File: config.mk
export PLATFORM = sky130hd
export DESIGN_NAME = leb128_instruction_encoder
export DESIGN_NICKNAME = d
export VERILOG_FILES = /design/src/rtl/lebenc_pkg.sv /design/src/rtl/leb128_instruction_encoder.sv /design/src/rtl/lebenc_dp.sv /design/src/rtl/lebenc_ctrl.sv
export SDC_FILE = /design/constraint.sdc
export NUM_CORES = 1
export LEC_CHECK = 0
export ABC_CLOCK_PERIOD_IN_PS = 5900
export BUFFER_PORTS_ARGS = -buffer_cell sky130_fd_sc_hd__buf_2
export CAP_MARGIN = 20
export CORE_MARGIN = 1.5
export CORE_UTILIZATION = 58
export DETAILED_ROUTE_END_ITERATION = 10
export PLACE_DENSITY = 0.83
export SLEW_MARGIN = 10
export SYNTH_ARGS = -nofsm -noshare
export SYNTH_HDL_FRONTEND = slang
export SYNTH_SLANG_ARGS = --single-unit
File: constraint.sdc
create_clock -name clk -period 5.9 [get_ports clk]
set_clock_uncertainty 0.15 [all_clocks]
set_input_delay 0.885 -clock clk [delete_from_list [all_inputs] [get_ports clk]]
set_output_delay 0.885 -clock clk [all_outputs]
set_load 0.005 [all_outputs]
File: src/rtl/lebenc_pkg.sv
// ----------------------------------------------------------------------------
// lebenc_pkg
// Shared types, codes and constants of the LEB128 instruction encoder.
// ----------------------------------------------------------------------------
package lebenc_pkg;

  // Field widths
  localparam int VALUE_W       = 64;
  localparam int BYTE_W        = 8;
  localparam int LEB_VALUE_BITS = 64;
  localparam int GROUP_W       = 7;

  // Immediate mode codes (code 3 means no immediate)
  localparam logic [1:0] REQ_NONE = 2'd0;
  localparam logic [1:0] REQ_ULEB = 2'd1;
  localparam logic [1:0] REQ_SLEB = 2'd2;

  // Byte markers
  localparam logic [BYTE_W-1:0] CONT_MASK = 8'h80;
  localparam int SIGN_BIT = 6;

  // Controller states
  typedef enum logic [1:0] {
    ST_IDLE,
    ST_PRE1,
    ST_PRE2,
    ST_IMM
  } state_t;

  // Byte source select
  typedef enum logic [1:0] {
    SEL_PRE1,
    SEL_PRE2,
    SEL_IMM
  } sel_t;

  // Controller to datapath
  typedef struct packed {
    logic load;
    logic emit;
    sel_t sel;
  } cmd_t;

  // Datapath to controller
  typedef struct packed {
    logic start_pre;
    logic start_imm;
    logic two_prefix;
    logic has_imm;
    logic imm_done;
  } sts_t;

endpackage

File: src/rtl/leb128_instruction_encoder.sv
// Emits up to two opcode bytes of a request followed by its immediate as
// ULEB128 (low 32 bits, 1 to 5 bytes) or SLEB128 (1 to 10 bytes), one byte
// per cycle while the output is not stalled, through a single output byte
// register; the final byte of each request carries last. A request is taken
// in the idle state and then holds the block, with in_stall high, until its
// last byte is in the output register; a request that emits nothing leaves
// the block idle. The last byte may wait in the output register while the
// next request is taken.
// ----------------------------------------------------------------------------
// leb128_instruction_encoder
// Top level: controller and datapath of the LEB128 instruction encoder.
// ----------------------------------------------------------------------------
module leb128_instruction_encoder
  import lebenc_pkg::*;
#(
  parameter int VALUE_BITS = LEB_VALUE_BITS
) (
  input  logic               clk,
  input  logic               rst,
  input  logic               in_valid,
  output logic               in_stall,
  input  logic [1:0]         req_type,
  input  logic [1:0]         prefix_count,
  input  logic [BYTE_W-1:0]  prefix_first,
  input  logic [BYTE_W-1:0]  prefix_second,
  input  logic [VALUE_W-1:0] value,
  output logic               out_valid,
  input  logic               out_stall,
  output logic [BYTE_W-1:0]  out_byte,
  output logic               last
);

  cmd_t cmd;
  sts_t sts;

  lebenc_ctrl u_ctrl (
    .clk       (clk),
    .rst       (rst),
    .in_valid  (in_valid),
    .in_stall  (in_stall),
    .out_valid (out_valid),
    .out_stall (out_stall),
    .sts       (sts),
    .cmd       (cmd)
  );

  lebenc_dp #(
    .VALUE_BITS (VALUE_BITS)
  ) u_dp (
    .clk           (clk),
    .req_type      (req_type),
    .prefix_count  (prefix_count),
    .prefix_first  (prefix_first),
    .prefix_second (prefix_second),
    .value         (value),
    .cmd           (cmd),
    .sts           (sts),
    .out_byte      (out_byte),
    .last          (last)
  );

endmodule

File: src/rtl/lebenc_dp.sv
// ----------------------------------------------------------------------------
// lebenc_dp
// Request registers, LEB128 shift register and output byte register.
// ----------------------------------------------------------------------------
module lebenc_dp
  import lebenc_pkg::*;
#(
  parameter int VALUE_BITS = LEB_VALUE_BITS
) (
  input  logic               clk,
  input  logic [1:0]         req_type,
  input  logic [1:0]         prefix_count,
  input  logic [BYTE_W-1:0]  prefix_first,
  input  logic [BYTE_W-1:0]  prefix_second,
  input  logic [VALUE_W-1:0] value,
  input  cmd_t               cmd,
  output sts_t               sts,
  output logic [BYTE_W-1:0]  out_byte,
  output logic               last
);

  logic [VALUE_W-1:0] v;
  logic               is_signed;
  logic               has_imm;
  logic               two_prefix;
  logic [BYTE_W-1:0]  pre1;
  logic [BYTE_W-1:0]  pre2;

  logic [VALUE_W-1:0] value_ext;
  logic [VALUE_W-1:0] v_shift;
  logic               imm_done;
  logic               in_has_imm;
  logic [BYTE_W-1:0]  byte_sel;
  logic               last_sel;

  // Sign-extend the value from bit VALUE_BITS-1
  always_comb begin
    for (int i = 0; i < VALUE_W; i++) begin
      value_ext[i] = (i < VALUE_BITS) ? value[i] : value[VALUE_BITS-1];
    end
  end

  assign in_has_imm = (req_type == REQ_ULEB) || (req_type == REQ_SLEB);

  // One 7-bit group per step; arithmetic shift in signed mode
  assign v_shift = {{GROUP_W{is_signed & v[VALUE_W-1]}}, v[VALUE_W-1:GROUP_W]};

  always_comb begin
    if (is_signed) begin
      imm_done = ((v_shift == '0) && !v[SIGN_BIT]) ||
                 ((v_shift == '1) && v[SIGN_BIT]);
    end else begin
      imm_done = (v_shift == '0);
    end
  end

  // Byte and end marker for the current source
  always_comb begin
    case (cmd.sel)
      SEL_PRE1: begin
        byte_sel = pre1;
        last_sel = !two_prefix && !has_imm;
      end
      SEL_PRE2: begin
        byte_sel = pre2;
        last_sel = !has_imm;
      end
      SEL_IMM: begin
        byte_sel = {1'b0, v[GROUP_W-1:0]} | (imm_done ? '0 : CONT_MASK);
        last_sel = imm_done;
      end
      default: begin
        byte_sel = '0;
        last_sel = 1'b0;
      end
    endcase
  end

  // Request capture and immediate shifting
  always_ff @(posedge clk) begin
    if (cmd.load) begin
      pre1       <= prefix_first;
      pre2       <= prefix_second;
      two_prefix <= prefix_count[1];
      has_imm    <= in_has_imm;
      is_signed  <= (req_type == REQ_SLEB);
      if (req_type == REQ_SLEB) begin
        v <= value_ext;
      end else begin
        v <= {{(VALUE_W-32){1'b0}}, value[31:0]};
      end
    end else if (cmd.emit && (cmd.sel == SEL_IMM)) begin
      v <= v_shift;
    end
  end

  // Output byte register
  always_ff @(posedge clk) begin
    if (cmd.emit) begin
      out_byte <= byte_sel;
      last     <= last_sel;
    end
  end

  assign sts.start_pre  = (prefix_count != 2'd0);
  assign sts.start_imm  = in_has_imm;
  assign sts.two_prefix = two_prefix;
  assign sts.has_imm    = has_imm;
  assign sts.imm_done   = imm_done;

endmodule

File: src/rtl/lebenc_ctrl.sv
// ----------------------------------------------------------------------------
// lebenc_ctrl
// Sequencer for prefix and immediate bytes, and output valid flag.
// ----------------------------------------------------------------------------
module lebenc_ctrl
  import lebenc_pkg::*;
(
  input  logic clk,
  input  logic rst,
  input  logic in_valid,
  output logic in_stall,
  output logic out_valid,
  input  logic out_stall,
  input  sts_t sts,
  output cmd_t cmd
);

  state_t state;
  state_t state_next;
  logic   out_valid_next;
  logic   out_free;

  assign out_free = !out_valid || !out_stall;

  // Next state
  always_comb begin
    state_next = state;
    case (state)
      ST_IDLE: begin
        if (in_valid) begin
          if (sts.start_pre) begin
            state_next = ST_PRE1;
          end else if (sts.start_imm) begin
            state_next = ST_IMM;
          end
        end
      end
      ST_PRE1: begin
        if (out_free) begin
          if (sts.two_prefix) begin
            state_next = ST_PRE2;
          end else if (sts.has_imm) begin
            state_next = ST_IMM;
          end else begin
            state_next = ST_IDLE;
          end
        end
      end
      ST_PRE2: begin
        if (out_free) begin
          state_next = sts.has_imm ? ST_IMM : ST_IDLE;
        end
      end
      ST_IMM: begin
        if (out_free && sts.imm_done) begin
          state_next = ST_IDLE;
        end
      end
      default: state_next = ST_IDLE;
    endcase
  end

  // Commands
  always_comb begin
    cmd.load = 1'b0;
    cmd.emit = 1'b0;
    cmd.sel  = SEL_IMM;
    case (state)
      ST_IDLE: cmd.load = in_valid;
      ST_PRE1: begin
        cmd.emit = out_free;
        cmd.sel  = SEL_PRE1;
      end
      ST_PRE2: begin
        cmd.emit = out_free;
        cmd.sel  = SEL_PRE2;
      end
      ST_IMM:  cmd.emit = out_free;
      default: cmd.load = 1'b0;
    endcase
  end

  assign in_stall = (state != ST_IDLE);

  // Output valid follows the byte register
  always_comb begin
    if (cmd.emit) begin
      out_valid_next = 1'b1;
    end else if (!out_stall) begin
      out_valid_next = 1'b0;
    end else begin
      out_valid_next = out_valid;
    end
  end

  always_ff @(posedge clk) begin
    if (rst) begin
      state     <= ST_IDLE;
      out_valid <= 1'b0;
    end else begin
      state     <= state_next;
      out_valid <= out_valid_next;
    end
  end

endmodule

* Yosys cells after proc, flatten, opt, wreduce, memory -nomap -nowiden
Cells that the tools add are included.
** Storage, ports and cells
- Flip-flop bits (word level) :: 95
- Bits of input ports :: 88
- Output and inout bits :: 11
- Word-level logic and storage cells :: 68
** Cells by class
- Eq/ne operators :: 14
- Muxes and demuxes :: 21
- Bitwise logic cells :: 2
- Reduce and logical (&&, ||, !) cells :: 21
** Operator list (count)
- 2-to-1 mux 64 bit :: 3
- == test 64 bit (second input constant) :: 1
- logical NOT 64 bit :: 1
- one-hot mux 8 bit (3 select lines) :: 1
- 2-to-1 mux 2 bit :: 8
- == test 2 bit (second input constant) :: 4
- 2-to-1 mux 8 bit :: 1
- != test 2 x 1 -> 1 bit (second input constant) :: 4
- bitwise OR 7 x 8 -> 8 bit :: 1
- one-hot mux 2 bit (4 select lines) :: 1
- == test 2 x 1 -> 1 bit (second input constant) :: 3
- nonzero test 2 bit :: 3
- logical AND 1 bit :: 5
- logical NOT 1 bit :: 5
- 2-to-1 mux 1 bit :: 5
- AND reduction 5 bit :: 1
- logical NOT 2 bit :: 2
- one-hot mux 2 bit (2 select lines) :: 1
- logical OR 1 bit :: 3
- != test 3 x 2 -> 1 bit (second input constant) :: 1
- one-hot mux 1 bit (3 select lines) :: 1
- OR reduction 3 bit :: 1
- != test 2 bit (second input constant) :: 1
- AND 1 bit :: 1

* Depth between registers and ports, before layout
Gate-level depths: netlist (run 1).
- Depth after elaboration :: 8
- Depth in mapped cells :: 7
- Depth with buffers taken out :: 7

* Modules after synthesis
A second synthesis (run 1) with hierarchy kept.
** Second synthesis, totals
- Cell total of the unflattened synthesis :: 334
- Area, all modules :: 4354.2 µm²
** By module, submodules not included
- lebenc_dp :: instances 1, cells an instance 302, area each 4066.4 µm², sequential area each 2762.6 µm²
- lebenc_ctrl :: instances 1, cells an instance 32, area each 287.8 µm², sequential area each 60.1 µm²

* Least setup slack after synthesis (run 1)
No wires, ideal clock.
- Path kind :: input-to-reg
- Start point :: input in_valid
- End point :: register u_dp.v[0], enable pin
- Library setup time :: 0.420 ns
- Data arrival time :: 3.345 ns
- Data required time :: 5.330 ns
- Setup slack :: 1.985 ns
- Stages :: 4
- Buffers on the path :: 1
- Cells stage by stage :: nand2_1 > clkinv_1 > buf_1 > a21o_1
** RTL lines
- start, declared :: RTL line leb128_instruction_encoder.sv:20 : input logic in_valid,
- end signal, assigned :: RTL line lebenc_dp.sv:88 : v <= value_ext;
- end signal, assigned :: RTL line lebenc_dp.sv:90 : v <= {{(VALUE_W-32){1'b0}}, value[31:0]};
- end signal, assigned :: RTL line lebenc_dp.sv:93 : v <= v_shift;
- end, declared :: RTL line lebenc_dp.sv:22 : logic [VALUE_W-1:0] v;

==> results of run 1 <==
worst min-delay path, stage by stage (launching register included):
cell and delay, ps:
dfxtp_1 330, nand2_1 80, a21oi_1 70
metal layers:
layer  routed length, um  track usage [%]
met1                3730             31.3
met2                4610             43.5
met3                 824             5.91
met4                 244             11.0
met5                   0                0
worst paths after layout:
check | startpoint | to | slack (ps)
hold / removal | u_ctrl.out_valid | u_ctrl.out_valid | 370
hold reg to reg | u_ctrl.out_valid | u_ctrl.out_valid | 370
setup reg to reg | u_ctrl.state[1] | u_dp.v[22] | 2580
setup / recovery | u_ctrl.state[1] | u_dp.v[22] | 2580
cell usage in the layout, fill, tap and decap left out, types with 9 or more instances in the layout:
master	n
buf_2	98
clkbuf_8	9
edfxtp_1	92
inv_1	16
mux2_2	32
nand2_1	54
nand4_1	20
nor4_1	15
o21ai_0	28
cells by family (layout without fill, tap and decap cells):
family	count (synthesis)	in the layout	synth area share [%]
adders and majority gates	7	7	2.02
DFF	95	95	65.2
muxes	34	34	8.78
buffers and inverters	30	134	2.60
AOI/OAI and AO/OA	60	60	8.84
and+or+nand+nor	108	108	12.6
area by class of cell:
type / count / area, um2
clock buffer: 10 / 128
fill: 522 / 2130
tap: 99 / 124
inverter: 17 / 63.8
timing repair buffer: 101 / 513
sequential: 95 / 2820
clock inverter: 6 / 70.1
multi-input combinational: 209 / 1400
sequential cells by signal (all words and copies together), names as in the netlist:
register,cells
u_dp.out_byte,8
u_dp.pre2,8
u_dp.two_prefix,1
u_dp.last,1
u_dp.is_signed,1
u_ctrl.out_valid,1
u_dp.v,64
u_dp.has_imm,1
u_dp.pre1,8
u_ctrl.state,2
metrics by stage:
stage	hold WS (ps)	worst slack (ps)	utilization (%)	std cells	power, uW
after floorplan	332	1980	-	334	1960
after global placement	344	2390	67.8	521	2210
after detailed placement	360	2270	67.8	521	2260
after CTS	373	2510	70.6	537	2680
after global routing	410	2300	70.6	537	2840
final	372	2580	70.6	537	2680
report_power, final:
part	leakage (uW)	switching [uW]	internal, uW
combinational	0.000988	461	315
clock	0.0000960	227	199
sequential	0.000928	239	1240
total	0.00201	927	1750
==> results_dict.tcl, run 1 <==
set metrics [dict create \
    place_congestion 0.898 \
    synth_seq_cells 95 \
    cts_made_buffers 9 \
    cts-root-buf "clkbuf_8" \
    coreArea_um2 7250 \
    ant_nets 0 \
    powerDensity_nw_per_um2 524 \
    drive_gt1_share_pct 34.9 \
    synth-edff-count 92 \
    worstSkewPairLatency_ps 360 \
    num_io_pins 99 \
    overflow 0 \
    final_nets 528 \
    syn2layout_area_growth_pct 18.2 \
    maxSlewViolCount 0 \
    path_cells "inv_1 > ha_1 > a21oi_1 > a21o_2 > buf_4" \
    insertedDiodeCount 0 \
    fmax_mhz 301 \
    cp.arrival_ps 3210 \
    num_rows 31 \
    period_needed_ps 3320 \
    die_y_um 89.4 \
    die_area_um2 8000 \
    port_buffers 98 \
    drc 0 \
    track_usage_pct 25.6 \
    crit_family "compound AO/OA/AOI/OAI gates" \
    cts_hold_buffers 0 \
    synth.cell_area_um2 4330 \
    clock-sinks 95 \
    initial_utilization_pct 59.7 \
    drt_iter0_markers 227 \
    synthTopCellsByCount "edfxtp_1 (92), nand2_1 (54), mux2_2 (32), o21ai_0 (28), nand4_1 (20)" \
    synth.most_common_cell "edfxtp_1" \
    finish.instance_area_um2 5120 \
    path_max_fanout 43 \
    tns_ps 0 \
    ctsResizeCount 0 \
    min_path_cells 2 \
    r2r_cells 5 \
    clkTransAtPathRegs_ps 90 \
    clockBufferDepth 2 \
    rsz0062_at_grt "false" \
    routedWlPerCell_um 17.5 \
    min_path_type "flip-flop to flip-flop" \
    die-width_um 89.4 \
    report.final.hold_viol_count 0 \
    cp_slowest_cell "a21o_2" \
    p_leak_uw 0.00201 \
    status "complete, no violations" \
    synth_nets 429 \
    antenna_found_initial 0 \
    yosys_warnings 0 \
    setup_viol 0 \
    cts_tree "built" \
    synth_top_cell_by_area "edfxtp_1" \
    grt_pass1_wl_um 14700 \
    firstDrtPassIters 5 \
    synthArstFlopShare_pct 0 \
    synth_flop_cell "edfxtp_1" \
    critPathLaunchType "flip-flop" \
    synth_top_area_share_pct 63.8 \
    synth_top_cells_by_area "edfxtp_1 (64%), mux2_2 (8.3%), nand2_1 (4.7%)" \
    critical_path_class "flip-flop to flip-flop" \
    drt-total-wl_um 9410 \
    path_depth 5 \
    first_global_vias 3030 \
    relSlewSlack_pct 34.1 \
    syn_area_per_cell_um2 13.0 \
    htreeDepth 3 \
    cp-end-kind "flip-flop" \
    place_area_um2 4920 \
    postCtsSetupRepairBufs 0 \
    finalCritPeriodShare_pct 56.3 \
    vias_per_cell 5.87 \
    maxCapViolations 0 \
    path_buf_inv 2 \
    ys_seq_area_share_pct 65.2 \
    grt_max_degree 53 \
    dp_hpwl_um 6750 \
    slowest_delay_ps 920 \
    vdd_drop_max_mv 0.298 \
    cp.required_ps 5790 \
    worst_pin_slew_ps 988 \
    vias 3154 \
    netlist-cell-type-count 34 \
    syn_inst 334 \
]
Note: power is estimated with default switching activity, not from simulation.
==> run 2, diff against run 1 <==
--- a/config.mk
+++ b/config.mk
@@ -5,13 +5,14 @@
 export SDC_FILE = /design/constraint.sdc
 export NUM_CORES = 1
 export LEC_CHECK = 0
-export ABC_CLOCK_PERIOD_IN_PS = 5900
+export ABC_AREA = 1
+export ABC_CLOCK_PERIOD_IN_PS = 3100
 export BUFFER_PORTS_ARGS = -buffer_cell sky130_fd_sc_hd__buf_2
 export CAP_MARGIN = 20
 export CORE_MARGIN = 1.5
-export CORE_UTILIZATION = 58
+export CORE_UTILIZATION = 54
 export DETAILED_ROUTE_END_ITERATION = 10
-export PLACE_DENSITY = 0.83
+export PLACE_DENSITY = 0.77
 export SLEW_MARGIN = 10
 export SYNTH_ARGS = -nofsm -noshare
 export SYNTH_HDL_FRONTEND = slang
==> constraint.sdc (replaced) <==
create_clock -name clk -period 3.1 [get_ports clk]
set_clock_uncertainty 0.15 [all_clocks]
set_input_delay 0.465 -clock clk [delete_from_list [all_inputs] [get_ports clk]]
set_output_delay 0.465 -clock clk [all_outputs]
set_load 0.005 [all_outputs]
==> results_dict.tcl, run 2 <==
set metrics [dict create \
    status "complete, no violations" \
    relSlewSlack_pct 60.3 \
    r2r_slack_ps 800 \
    report.final.hold_viol_count 0 \
    finalCritPeriodShare_pct 74.2 \
    maxSlewViolCount 0 \
    dp_hpwl_um 7140 \
    clock-sinks 95 \
    syn_inst 496 \
    largest_register_ffs 64 \
    synth_top_cells_by_area "edfxtp_1 (61%), nand2_1 (18%), nor2_1 (4.1%)" \
    postCtsSetupRepairBufs 0 \
    critPathLaunchType "flip-flop" \
    die-width_um 94.7 \
    p_leak_uw 0.00230 \
    ys_seq_area_share_pct 62.2 \
    cp.required_ps 3000 \
    synthTopCellsByCount "nand2_1 (222), edfxtp_1 (92), nor2_1 (50), inv_1 (25), o21ai_1 (23)" \
    setup_viol 0 \
    place_area_um2 5160 \
    synth_top_area_share_pct 60.9 \
    grt_pass1_wl_um 16100 \
    period_needed_ps 2300 \
    drt_iter0_markers 199 \
    clkTransAtPathRegs_ps 110 \
    n_fill_cell 686 \
    first_global_vias 3570 \
    powerDensity_nw_per_um2 978 \
    coreArea_um2 8180 \
    worstSkewPairLatency_ps 360 \
    cts_made_buffers 9 \
    drc 0 \
    die_area_um2 8960 \
    cp.arrival_ps 2200 \
    fmax_mhz 435 \
    die_y_um 94.7 \
    cts-root-buf "clkbuf_8" \
    final_common_cell "nand2_1" \
    finish.instance_area_um2 5340 \
    track_usage_pct 23.6 \
    synth_flop_cell "edfxtp_1" \
    fin_hold_ws_ps 112 \
    drt-total-wl_um 9970 \
    firstDrtPassIters 5 \
    final_nets 687 \
    num_io_pins 99 \
    synth.most_common_cell "nand2_1" \
    path_max_fanout 49 \
    drive_gt1_share_pct 22.1 \
    place_congestion 0.779 \
    regMostFlops "u_dp.v" \
    maxCapViolations 0 \
    syn2layout_area_growth_pct 17.7 \
    rsz0062_at_grt "false" \
    netlist-cell-type-count 23 \
    synthArstFlopShare_pct 0 \
    r2r_cells 6 \
    num_rows 33 \
    cp-end-kind "flip-flop" \
    grt_max_degree 64 \
    vias_per_cell 5.25 \
    synth.cell_area_um2 4540 \
    synth_seq_cells 95 \
    overflow 0 \
    worst_pin_slew_ps 593 \
    ant_nets 0 \
    min_path_type "primary input to flip-flop" \
    finalPower_uw 5220 \
    tns_ps 0 \
    cts_tree "built" \
    antenna_found_initial 0 \
    yosys_warnings 0 \
    insertedDiodeCount 0 \
    place_ws_ps 842 \
    vdd_drop_max_mv 0.385 \
    initial_utilization_pct 55.5 \
    min_path_cells 1 \
    critical_path_class "flip-flop to flip-flop" \
    port_buffers 98 \
    syn_area_per_cell_um2 9.15 \
    ctsResizeCount 0 \
    cts_hold_buffers 0 \
    routedWlPerCell_um 14.2 \
    synth_top_cell_by_area "edfxtp_1" \
    htreeDepth 3 \
    setup_slack_ps 801 \
    synth_nets 591 \
    clockBufferDepth 2 \
    vias 3689 \
    synth-edff-count 92 \
    most-common-layout-cells "nand2_1 (221), buf_2 (98), edfxtp_1 (92)" \
]
run 2: cell types whose count changed in the layout (fill, tap and decap cells not counted), sizes merged, moves of 8 or more:
cell   change
nand2    +170
nor2      +51
mux2      -32
nor4      -17
nand4     -14
inv       +12
o21ai     +12
a21o       -8
run 2: metal layers:
metal	share of wire, %	global-route usage [%]	up-vias
met5	0	0	-
met4	1.8	8.83	0
met3	7.6	3.95	15
met2	50	39.9	157
met1	41	30.5	1694
li1	-	-	1823
run 2: metrics by stage:
stage	util, %	instances
2_1_floorplan	-	496
3_3_place_gp	63.1	686
3_5_place_dp	63.1	686
4_1_cts	65.4	702
5_1_grt	65.4	702
6_report	65.4	702
run 2: worst paths after layout:
kind	to	from
max	u_dp.v[55]	u_ctrl.state[0]
min	u_dp.pre1[3]	prefix_first[3]
max reg2reg	u_dp.v[55]	u_ctrl.state[0]
min reg2reg	u_ctrl.out_valid	u_ctrl.out_valid
run 2: cells by family after synthesis:
logic type,count (synthesis),share of synthesized area [%]
fa+ha+maj,7,1.93
buf+inv,46,4.08
compound gates,54,6.29
simple gates,294,25.5
flops,95,62.2
run 2: area by class of cell:
class,instances,area [um2],share of cell area [%]
clock inverters,7,62.6,1.17
clock buffers,9,124,2.32
multi-input cells,355,1540,28.9
well taps,105,131,2.46
repair buffers,103,553,10.4
flip-flops and latches,95,2820,52.8
inverters,28,105,1.97
run 2: where the power goes:
group          switching (uW)  total, uW  leakage (uW)  internal, uW
logic                    1100       1690       0.00128           584
registers                 404       2750      0.000928          2340
clock network             478        787     0.0000927           309
run 2: critical path, cell delays in order (launching register included):
cell and delay [ps]:
dfxtp_1 400, inv_1 120, ha_1 250, inv_1 100
nand2_1 110, o21ai_4 500, buf_12 340
